==> src/sv/sobel_et_pkg.sv <==
// ----------------------------------------------------------------------------
// sobel_et_pkg
// Shared types and constants of the Sobel edge threshold unit.
// ----------------------------------------------------------------------------
package sobel_et_pkg;

    // field widths
    localparam int PIX_W  = 8;   // luminance sample
    localparam int THR_W  = 11;  // edge threshold register
    localparam int FWID_W = 11;  // frame width register
    localparam int HGT_W  = 13;  // frame height register
    localparam int ROW_W  = 14;  // row counter, holds height + 1
    localparam int CFG_W  = 13;  // config write data
    localparam int IDX_W  = 2;   // config register index
    localparam int GRAD_W = 10;  // |gx|, |gy| up to 1020
    localparam int SQ_W   = 20;  // squared gradient up to 1020^2
    localparam int TSQ_W  = 22;  // squared threshold up to 2047^2

    // register indexes
    localparam logic [IDX_W-1:0] CFG_EDGE_THRESHOLD = 2'd0;
    localparam logic [IDX_W-1:0] CFG_FRAME_WIDTH    = 2'd1;
    localparam logic [IDX_W-1:0] CFG_FRAME_HEIGHT   = 2'd2;

    // reset values
    localparam logic [THR_W-1:0]  THR_RESET    = 11'd200;
    localparam logic [FWID_W-1:0] WIDTH_RESET  = 11'd640;
    localparam logic [HGT_W-1:0]  HEIGHT_RESET = 13'd480;

    typedef logic [PIX_W-1:0] t_pix;

    // position info of the window centre for one input word
    typedef struct packed {
        logic has_res;
        logic top_ok;
        logic bot_ok;
        logic left_ok;
        logic right_ok;
        logic last;
    } t_pos_flags;

endpackage

==> src/sv/sobel_et_mag_cmp.sv <==
// ----------------------------------------------------------------------------
// sobel_et_mag_cmp
// Squares the gradients, compares the sum with the squared threshold and
// holds the result word for the output channel.
// ----------------------------------------------------------------------------
module sobel_et_mag_cmp import sobel_et_pkg::*; (
    input  logic              i_clk,
    input  logic              i_rst_n,
    input  logic              i_valid,
    input  logic [GRAD_W-1:0] i_ax,
    input  logic [GRAD_W-1:0] i_ay,
    input  logic              i_last,
    input  logic [TSQ_W-1:0]  i_thr_sq,
    output logic              o_ready,
    output logic              o_valid,
    output logic              o_edge_res,
    output logic              o_last,
    input  logic              i_out_ready
);

    logic            r_sq_valid;
    logic [SQ_W-1:0] r_sq_x;
    logic [SQ_W-1:0] r_sq_y;
    logic            r_sq_last;

    logic r_out_valid;
    logic r_out_edge;
    logic r_out_last;

    logic            out_ready;
    logic [TSQ_W-1:0] mag2;

    assign out_ready = !r_out_valid || i_out_ready;
    assign o_ready   = !r_sq_valid || out_ready;

    // square stage
    always_ff @(posedge i_clk) begin
        if (!i_rst_n) begin
            r_sq_valid <= 1'b0;
        end else if (o_ready) begin
            r_sq_valid <= i_valid;
        end
    end

    always_ff @(posedge i_clk) begin
        if (o_ready && i_valid) begin
            r_sq_x    <= SQ_W'(i_ax) * SQ_W'(i_ax);
            r_sq_y    <= SQ_W'(i_ay) * SQ_W'(i_ay);
            r_sq_last <= i_last;
        end
    end

    // sum and compare
    assign mag2 = TSQ_W'(r_sq_x) + TSQ_W'(r_sq_y);

    always_ff @(posedge i_clk) begin
        if (!i_rst_n) begin
            r_out_valid <= 1'b0;
        end else if (out_ready) begin
            r_out_valid <= r_sq_valid;
        end
    end

    always_ff @(posedge i_clk) begin
        if (out_ready && r_sq_valid) begin
            r_out_edge <= (mag2 > i_thr_sq);
            r_out_last <= r_sq_last;
        end
    end

    assign o_valid    = r_out_valid;
    assign o_edge_res = r_out_edge;
    assign o_last     = r_out_last;

endmodule

==> config.mk <==
export PLATFORM = sky130hd
export DESIGN_NAME = sobel_et_mag_cmp
export DESIGN_NICKNAME = d
export VERILOG_FILES = /design/src/sv/sobel_et_pkg.sv /design/src/sv/sobel_et_mag_cmp.sv
export SDC_FILE = /design/constraint.sdc
export NUM_CORES = 1
export LEC_CHECK = 0
export BUFFER_PORTS_ARGS = -buffer_cell sky130_fd_sc_hd__clkbuf_2
export CORE_MARGIN = 1.5
export CORE_UTILIZATION = 33
export DETAILED_ROUTE_END_ITERATION = 12
export GPL_TIMING_DRIVEN = 0
export SLEW_MARGIN = 20
export SYNTH_ARGS = -nofsm -noshare
export SYNTH_HDL_FRONTEND = slang
export SYNTH_SLANG_ARGS = --single-unit
==> constraint.sdc <==
create_clock -name i_clk -period 5.28 [get_ports i_clk]
set_clock_uncertainty 0.1 [all_clocks]
set_input_delay 0.264 -clock i_clk [delete_from_list [all_inputs] [get_ports i_clk]]
set_output_delay 0.264 -clock i_clk [all_outputs]
set_load 0.05 [all_outputs]
==> summary.md <==
| Metric | Value |
|---|---|
| Status | `complete, no violations` |
| Initial core utilization | `0.3370` |
| Top cells by area, synth | `fa_1 23%, ha_1 21%, edfxtp_1 15%` |
| Lkg Pwr | `0.004640 µW` |
| Final setup vio count | `0` |
| Final WL | `15820 µm` |
| Combinational share of power | `0.781` |
| Synth Area in Compound Gates | `0.1085` |
| Pins Over Slew Limit | `0` |
| Commonest cells post-synth | `182 x inv_1, 136 x ha_1, 95 x fa_1` |
| F_max | `0.1963 GHz` |
| Overall Global Routing Usage | `0.1287` |
| Chip width | `160.8 µm` |
| Worst EP arrival | `5.14 ns` |
| RSZ-0062 raised after global routing | `yes` |
| Most frequently used flop master after synthesis | `edfxtp_1` |
| Clock root cell | `clkbuf_16` |
| Post-synthesis cell count | `897` |
| CTS max path bufs | `2` |
| Die Y | `160.8 µm` |
| Core area | `0.02439 mm²` |
| Global-route wire length before repair | `27560 µm` |
| Worst Reg2Reg Path Length in Cells | `13` |
| Vias after detailed routing | `6029` |
| Fraction of layout cells with a size suffix above 1 | `0.08870` |
| Type of the worst setup path | `primary input to flip-flop` |
| Sequential share of power | `0.138` |
| DP HPWL | `13600 µm` |
| # rows | `57` |
| DR pass1 iterations | `4` |
| Antenna violations before repair | `0` |
| Gr ovfl total | `0` |
| H-tree depth | `2` |
| Total power | `4930 µW` |
| Drt wl/cell | `12.45 µm` |
| Netlist cell types | `50` |
| Synthesized flop and latch total | `43` |
| Normalized max-slew margin | `0.6639` |
| Worst Hold End | `r_sq_last` |
| P&R area growth vs syn | `11.22%` |
| Post-layout util | `0.3748` |
| Largest net degree at the start of global routing | `22` |
| Clock power share | `0.081` |
| Yosys warns | `0` |
| Synth Cell Area | `0.008220 mm²` |
| Number of I/O pins | `51` |
| Worst VDD drop | `0.2466 mV` |
| Hold Path Depth | `1` |
| RR Endpoint | `o_edge_res` |
| TritonCTS clock tree | `done` |
| Synth top area share | `0.2314` |
| Initial DRC Count | `222` |
| Most numerous cell in the Yosys netlist | `inv_1` |
| CP Max Fanout | `10` |
| Gpl congestion | `0.8140` |
| Max Cap Violations | `0` |
| Sink Count | `43` |
| Post-Synth XOR/XNOR Area | `0.05967` |
| Sw frac | `0.4784` |
| Die Footprint | `0.02587 mm²` |
| Worst hold path startpoint | `i_last` |
| Post-synth EDFFs | `41` |
| Post-synthesis adder-cell area fraction | `0.4384` |
| ANT cells | `0` |
| Int Power | `2571 µW` |
| Final worst path period need | `5.095 ns` |
| Routed Antenna Nets | `0` |
| Final hold vios | `0` |
| Worst-Skew Late Latency | `0.28 ns` |
| Post-synthesis sequential area ratio | `0.1546` |
| Critical Path End Type | `flip-flop` |
| Flop2flop setup slack | `1.82 ns` |
| Syn Nets | `1175` |
| Main combinational cell family by area after synthesis | `adder cells` |
| Post-synthesis mux area share | `0.005175` |
| Period utilization | `0.9650` |
| Yosys top cell by area | `fa_1` |
| Sw power | `2358 µW` |
| Vias in the first global route | `6145` |
| Port Buffers | `45` |
| DR vias/cell | `4.744` |
| Post-Syn Area per Cell | `9.164 µm²` |
| CTS buffer count | `5` |
| Worst-path clk slew | `0.06 ns` |
| Share of flip-flops with an asynchronous set or reset | `0` |
| R2R Path Start | `r_sq_y[3]` |
| Simple-Gate Fraction of Synth Area | `0.1408` |
| Nets | `1224` |
| Required @ worst endpoint | `5.32 ns` |
| Actual slew at the worst max-slew pin | `0.4999 ns` |
| Hold Path Class | `primary input to flip-flop` |
| CP startpoint kind | `primary input` |
| Cell Pwr Density | `539.2 mW/mm²` |
| Crit path from | `i_ax[3]` |
| DRC viols | `0` |
==> kinds of logic after synthesis <==
| family | after synthesis |
|---|---|
| adders and majority gates | 231 |
| and+or+nand+nor | 227 |
| buffers and inverters | 203 |
| AOI/OAI and AO/OA | 133 |
| xor gates and xnor gates | 56 |
| DFF | 43 |
| muxes | 4 |
==> worst max-delay path by stage <==
| stage | end | slack [ns] | depth (start not counted) |
|---|---|---|---|
| 5_1_grt | r_sq_x[19] | -0.03 | 21 |
| 6_report | r_sq_x[19] | 0.18 | 21 |
| 4_1_cts | r_sq_x[19] | 0.02 | 21 |
| 3_3_place_gp | r_sq_x[19] | -0.57 | 21 |
| 2_1_floorplan | r_sq_x[19] | 0.20 | 20 |
| 3_5_place_dp | r_sq_x[19] | -0.59 | 21 |
==> metrics by stage <==
stage	cells	setup slack [ns]	setup TNS, ns	instance area [µm²]	hold slack [ns]
2_1_floorplan	897	0.2021	0	8220	0.2629
3_3_place_gp	1266	-0.5666	-4.571	8851	0.3075
3_5_place_dp	1267	-0.5909	-4.570	8880	0.3070
4_1_cts	1271	0.02034	0	9069	0.05984
5_1_grt	1271	-0.03379	-0.03379	9143	0.05465
6_report	1271	0.1849	0	9143	0.06368
==> what timing repair did <==
item	4_1_cts	5_1_grt
setup endpoints to repair	9	9
pin swaps	0	3
buffers inserted	0	2
hold buffers	0	0
gates resized for setup	6	27
==> sequential cells by signal, summed over array words and instances (netlist names) <==
signal      cells
r_sq_x         19
r_sq_y         19
o_edge_res      1
o_last          1
o_valid         1
r_sq_last       1
r_sq_valid      1
==> per-layer routing <==
| layer | part of all wire | vias to the layer above | global-route usage |
|---|---|---|---|
| li1 | - | 3046 | - |
| met1 | 0.47 | 2913 | 0.1682 |
| met2 | 0.50 | 62 | 0.2363 |
| met3 | 0.022 | 8 | 0.01214 |
| met4 | 0.0078 | 0 | 0.01515 |
| met5 | 0 | - | 0 |
==> critical path, cell delays in order <==
cell and delay, ns:
clkbuf_2 0.14, buf_6 0.16, and2_4 0.15, inv_1 0.07
fa_1 0.51, inv_1 0.04, ha_1 0.27, inv_1 0.05
fa_1 0.52, inv_1 0.05, fa_1 0.52, inv_1 0.06
fa_1 0.53, inv_1 0.04, ha_2 0.32, a21oi_2 0.15
o22ai_1 0.12, o31ai_2 0.39, o211ai_1 0.22, or4_1 0.43
nand3_1 0.12
==> power groups by stage <==
stage	logic (µW)	clock network, µW	registers (µW)
floorplan	3020	0	675
global placement	3710	0	692
detailed placement	3770	0	692
CTS	3820	405	684
global route	4440	419	694
finish	3850	398	681
==> cells in the final DEF, fill, tap and decap left out, types with 3 or more instances in the layout <==
master,n
inv_1,181
ha_1,134
fa_1,95
nand2_1,68
and2_1,53
clkbuf_2,49
a21oi_1,46
edfxtp_1,41
xnor2_1,38
nor2_1,33
a21o_1,23
xor2_1,18
nor2b_1,17
o21ai_0,17
nand3_1,13
nand4_1,10
nor3_1,9
clkbuf_1,8
and3_1,8
a31oi_1,5
clkbuf_16,5
buf_4,4
nand4b_1,3
o221ai_1,3
a311oi_1,3
o21bai_1,3
nand2b_1,3
o211ai_1,3
o31ai_1,3
a211oi_1,3
==> cell type report <==
| class | instances | area, µm² |
|---|---|---|
| inverters | 182 | 683.2 |
| flip-flops and latches | 43 | 1271 |
| clock inverters | 2 | 60.06 |
| fillers | 2463 | 15250 |
| clock buffers | 6 | 128.9 |
| plain buffers | 15 | 77.57 |
| repair buffers | 48 | 267.8 |
| well taps | 324 | 405.4 |
| multi-input cells | 651 | 6248 |
Power figures use the tool's default switching activity.
