## src/sv/sobel_et_pkg.sv

```systemverilog
// ----------------------------------------------------------------------------
// sobel_et_pkg
// Shared types and constants of the Sobel edge threshold unit.
// ----------------------------------------------------------------------------
package sobel_et_pkg;

    // field widths
    localparam int PIX_W  = 8;   // luminance sample
    localparam int THR_W  = 11;  // edge threshold register
    localparam int FWID_W = 11;  // frame width register
    localparam int HGT_W  = 13;  // frame height register
    localparam int ROW_W  = 14;  // row counter, holds height + 1
    localparam int CFG_W  = 13;  // config write data
    localparam int IDX_W  = 2;   // config register index
    localparam int GRAD_W = 10;  // |gx|, |gy| up to 1020
    localparam int SQ_W   = 20;  // squared gradient up to 1020^2
    localparam int TSQ_W  = 22;  // squared threshold up to 2047^2

    // register indexes
    localparam logic [IDX_W-1:0] CFG_EDGE_THRESHOLD = 2'd0;
    localparam logic [IDX_W-1:0] CFG_FRAME_WIDTH    = 2'd1;
    localparam logic [IDX_W-1:0] CFG_FRAME_HEIGHT   = 2'd2;

    // reset values
    localparam logic [THR_W-1:0]  THR_RESET    = 11'd200;
    localparam logic [FWID_W-1:0] WIDTH_RESET  = 11'd640;
    localparam logic [HGT_W-1:0]  HEIGHT_RESET = 13'd480;

    typedef logic [PIX_W-1:0] t_pix;

    // position info of the window centre for one input word
    typedef struct packed {
        logic has_res;
        logic top_ok;
        logic bot_ok;
        logic left_ok;
        logic right_ok;
        logic last;
    } t_pos_flags;

endpackage

```

## src/sv/sobel_et_window.sv

```systemverilog
// ----------------------------------------------------------------------------
// sobel_et_window
// 3x3 window columns, border masking and both Sobel kernels; registers the
// absolute gradients of each word that yields a result.
// ----------------------------------------------------------------------------
module sobel_et_window import sobel_et_pkg::*; (
    input  logic              i_clk,
    input  logic              i_rst_n,
    input  logic              i_adv,
    input  t_pix              i_col_up,
    input  t_pix              i_col_mid,
    input  t_pix              i_col_cur,
    input  t_pos_flags        i_flags,
    input  logic              i_ready,
    output logic              o_ready,
    output logic              o_valid,
    output logic [GRAD_W-1:0] o_ax,
    output logic [GRAD_W-1:0] o_ay,
    output logic              o_last
);

    // last two loaded columns, index 0 top .. 2 bottom
    t_pix r_prev1 [3];
    t_pix r_prev2 [3];

    logic              r_valid;
    logic [GRAD_W-1:0] r_ax;
    logic [GRAD_W-1:0] r_ay;
    logic              r_last;

    t_pix tl, tm, tr, ml, mr, bl, bm, br;
    logic signed [11:0] gx, gy;
    logic signed [11:0] n_ax, n_ay;

    function automatic logic signed [11:0] f_sx(input t_pix v);
        return $signed({4'b0000, v});
    endfunction

    // masked neighbors and kernels
    always_comb begin
        tl = (i_flags.top_ok && i_flags.left_ok)  ? r_prev2[0] : '0;
        tm = i_flags.top_ok                       ? r_prev1[0] : '0;
        tr = (i_flags.top_ok && i_flags.right_ok) ? i_col_up   : '0;
        ml = i_flags.left_ok                      ? r_prev2[1] : '0;
        mr = i_flags.right_ok                     ? i_col_mid  : '0;
        bl = (i_flags.bot_ok && i_flags.left_ok)  ? r_prev2[2] : '0;
        bm = i_flags.bot_ok                       ? r_prev1[2] : '0;
        br = (i_flags.bot_ok && i_flags.right_ok) ? i_col_cur  : '0;
        gx = (f_sx(tr) - f_sx(tl)) + ((f_sx(mr) - f_sx(ml)) <<< 1) + (f_sx(br) - f_sx(bl));
        gy = (f_sx(tl) + (f_sx(tm) <<< 1) + f_sx(tr))
           - (f_sx(bl) + (f_sx(bm) <<< 1) + f_sx(br));
        n_ax = (gx < 0) ? -gx : gx;
        n_ay = (gy < 0) ? -gy : gy;
    end

    // window shift on every word
    always_ff @(posedge i_clk) begin
        if (!i_rst_n) begin
            for (int i = 0; i < 3; i++) begin
                r_prev1[i] <= '0;
                r_prev2[i] <= '0;
            end
        end else if (i_adv) begin
            r_prev2   <= r_prev1;
            r_prev1[0] <= i_col_up;
            r_prev1[1] <= i_col_mid;
            r_prev1[2] <= i_col_cur;
        end
    end

    assign o_ready = !r_valid || i_ready;

    // gradient stage register
    always_ff @(posedge i_clk) begin
        if (!i_rst_n) begin
            r_valid <= 1'b0;
        end else if (o_ready) begin
            r_valid <= i_adv && i_flags.has_res;
        end
    end

    always_ff @(posedge i_clk) begin
        if (o_ready && i_adv) begin
            r_ax   <= n_ax[GRAD_W-1:0];
            r_ay   <= n_ay[GRAD_W-1:0];
            r_last <= i_flags.last;
        end
    end

    assign o_valid = r_valid;
    assign o_ax    = r_ax;
    assign o_ay    = r_ay;
    assign o_last  = r_last;

endmodule

```

## config.mk

```make
export PLATFORM = sky130hd
export DESIGN_NAME = sobel_et_window
export DESIGN_NICKNAME = d
export VERILOG_FILES = /design/src/sv/sobel_et_pkg.sv /design/src/sv/sobel_et_window.sv
export SDC_FILE = /design/constraint.sdc
export NUM_CORES = 1
export LEC_CHECK = 0
export ABC_CLOCK_PERIOD_IN_PS = 9450
export BUFFER_PORTS_ARGS = -buffer_cell sky130_fd_sc_hd__buf_2
export CAP_MARGIN = 15
export CORE_ASPECT_RATIO = 2
export CORE_MARGIN = 2
export CORE_UTILIZATION = 55
export CTS_CLUSTER_SIZE = 40
export DETAILED_ROUTE_END_ITERATION = 10
export PLACE_DENSITY = 0.75
export SLEW_MARGIN = 30
export SYNTH_ARGS = -nofsm -noshare
export SYNTH_HDL_FRONTEND = slang
export SYNTH_SLANG_ARGS = --single-unit
export TNS_END_PERCENT = 5
```

## constraint.sdc

```tcl
create_clock -name i_clk -period 9.45 [get_ports i_clk]
set_input_delay 2.835 -clock i_clk [delete_from_list [all_inputs] [get_ports i_clk]]
set_output_delay 2.835 -clock i_clk [all_outputs]
set_load 0.005 [all_outputs]
```

==> impl_results.md <==
- Status: complete, no violations
- Final hold vios: 0
- CP Launch Point: i_flags[1]
- Post-detail-place hpwl: 9.64 mm
- Post_cts resized: 0
- Lkg Pwr: 3.27 nW
- Total Power: 0.00138 W
- Initial antenna violation count: 0
- Leading cell type in the layout, fill and taps excluded: inv_1
- Clock power share: 25.1%
- DR vias/cell: 5.41
- Syn Inst Count: 698
- DRC violations left: 0
- GPL Wtd Cong: 0.919
- Vias: 4822
- CTS clock-pin slew for the worst setup and hold paths: 60 ps
- Die H: 155 um
- Rel. slew slack: 46.0%
- Post-route minimum period: 8100 ps
- Top FF cell, synth: dfxtp_1
- Antenna Cells: 0
- Mean Syn Cell Area: 8.93 um2
- Largest stage delay on the critical path: 550 ps
- Design area: 6920 um2
- Final critical-path share of the clock period: 85.7%
- First-pass GRT wire length: 22.0 mm
- Syn Nets: 820
- Worst-skew pair later-pin latency: 340 ps
- Unrepaired setup endpoints after global routing: false
- GRT busiest layer: met2
- Clock skew: 6.19 ps
- Flop pwr share: 29.6%
- CTS tree: built
- Crit path launch type: input pin
- GRT met1 Usage: 26.0%
- M3 GR Usage: 3.85%
- Setup_tns: 0 ps
- Hold_sp: r_prev1[15]
- F_max: 124 MHz
- IO buf count: 56
- Total congestion overflow: 0
- Die Area: 12300 um2
- Vias in the first global route: 4959
- Clk buf depth: 2
- Post-CTS Setup Bufs: 0
- Net Sw Frac: 35.3%
- Row count: 55
- Setup violators final: 0
- Fin. max-slew vios: 0
- Die X: 79.3 um
- Synth warn: 0
- Crit path kind: input pin to register
- Routed Antenna Nets: 0
- Core area: 11100 um2
- Largest net degree at the start of global routing: 51
- Grt met2 use: 40.4%
- Clk sinks: 70
- GRT Total Usage: 22.5%
- Slowest CP cell: fa_1
- Layout Area Growth over Synthesis: 11.0%
- Maximum VDD drop: 0.0914 mV
- Total Wirelength: 12.8 mm
- Synthesized area: 6230 um2
- Worst path cell trace: buf_2 -> and2_1 -> nand2_1 -> ha_1 -> fa_1 -> nor2b_1 -> maj3_1 -> a21oi_1 -> and2_1 -> maj3_1 -> nor2_1 -> xnor2_1 -> fa_1 -> inv_1 -> ha_1 -> o21ai_0 -> a31oi_1 -> o21ai_1 -> a21oi_1 -> mux2_2
- Sequential fraction of the synthesis area: 25.9%
- Required @ worst endpoint: 9540 ps
- Share of cells above drive strength 1: 10.9%
- First-pass DRT Iterations: 5
- WL/cell: 14.4 um
- Nets: 866
- Detailed Route Iter0 Violations: 218
- Pint: 0.000894 W
- Most frequent cells in the layout: inv_1, nor2b_1, buf_2, ha_1
- Async set-reset flop share out of synthesis: 0%
- Logic pwr share: 45.4%
- Synth Register Bits: 70
- WP buf/inv: 2
- Initial Util: 55.9%
- # IOs: 57
- Crit path arrival time: 8190 ps
- Worst Tran Pin Value: 809 ps
- Distinct cell type count after synthesis: 58
- P per Cell Area: 200 nW/um2
- CTS Buf Count: 9
- Root Buffer Master: clkbuf_16
- Reg2reg start: r_prev2[16]
- Kind of cell adding the most delay to the critical path: adder cells
- H-tree levels: 3
- # hold bufs at CTS: 0
- Post-synth EDFFs: 21
- Fillers: 979
- Final core occ: 62.0%
- Cell Area, Placed: 6620 um2
- Worst hold path class: register to register
- CP max FO: 25
- Net Switching: 0.000488 W
- CP Capture Type: register
- Maxcap violations: 0
## sequential cells by signal (all words and copies together), names as in the netlist
register,flops
r_prev1,24
r_prev2,24
o_last,1
o_valid,1
o_ax,10
o_ay,10
## synthesized netlist by cell type (2+ instances only)
library cell,instances,area (um2)
a2111oi_0,2,17.5
a211oi_1,2,15.0
a21boi_0,2,15.0
a21o_1,10,75.1
a21oi_1,26,130
a21oi_2,3,26.3
a311oi_1,2,17.5
a31oi_1,9,56.3
and2_1,26,163
and3_1,12,75.1
buf_1,5,18.8
clkbuf_1,17,63.8
dfxtp_1,49,981
edfxtp_1,21,631
fa_1,38,761
ha_1,50,626
inv_1,99,372
maj3_1,3,30.0
mux2i_1,49,490
nand2_1,44,165
nand2b_1,8,50.1
nand3_1,13,65.1
nor2_1,33,124
nor2b_1,57,357
nor3_1,8,40.0
nor3b_1,5,37.5
o211ai_1,2,15.0
o21a_1,4,30.0
o21ai_0,12,60.1
o21ai_1,6,30.0
o21bai_1,4,30.0
o2bb2ai_1,2,17.5
o311a_1,2,20.0
o31ai_1,3,22.5
xnor2_1,36,315
xor2_1,12,105
## final cells by class
class                   count  area, um2  share of cell area (%)
inverters                  99        372                    5.37
clock inverters             6       60.1                   0.868
repair buffers             57        288                    4.16
multi-input cells         507       4170                    60.3
well taps                 142        178                    2.57
flip-flops and latches     70       1610                    23.3
clock buffers              10        239                    3.46
## power by group through the flow
stage | sequential [W] | combinational [W] | clock (W)
after detailed placement | 0.000416 | 0.000627 | 0
after global placement | 0.000415 | 0.000610 | 0
after global routing | 0.000414 | 0.000717 | 0.000365
after floorplan | 0.000420 | 0.000483 | 0
final | 0.000409 | 0.000627 | 0.000346
after CTS | 0.000410 | 0.000632 | 0.000352
## metal layers
metal | part of all wire [%] | vias up | wire length, um
li1 | - | 2414 | -
met1 | 41 | 2261 | 5250
met2 | 52 | 120 | 6660
met3 | 4.2 | 27 | 542
met4 | 2.8 | 0 | 359
met5 | 0 | - | 0
## worst reg2reg max path: stages, from the launching register on
cell     delay [ps]
dfxtp_1         310
and3_1          200
ha_1            230
fa_1            460
nor2b_1         240
maj3_1          220
a21oi_1          80
and2_1          170
maj3_1          340
nor2_1          200
xnor2_1         130
fa_1            550
inv_1            40
ha_1            330
o21ai_0         110
a31oi_1         200
o21ai_1         110
a21oi_1         530
mux2_2          410
## logic make-up after synthesis
kind of cell	Yosys count	share of synthesized area, %
AOI/OAI and AO/OA	101	10.7
xor gates and xnor gates	48	6.75
adders and majority gates	91	22.7
buffers and inverters	121	7.29
DFF	70	25.9
muxes	51	8.23
and+or+nand+nor	216	18.4
## metrics by stage
stage	cells	setup slack, ps	hold slack, ps
after floorplan	698	1730	474
after global placement	875	1240	490
after detailed placement	875	1090	498
after CTS	891	1430	511
after global routing	891	1010	544
final	891	1350	517
## worst paths after layout
check | end | slack (ps) | depth (start not counted)
min | r_prev1[15] | 520 | 2
max | o_ax[1] | 1350 | 20
min reg2reg | r_prev1[15] | 520 | 2
max reg2reg | o_ax[1] | 4350 | 18
No activity file was read; power rests on OpenSTA's default activity.
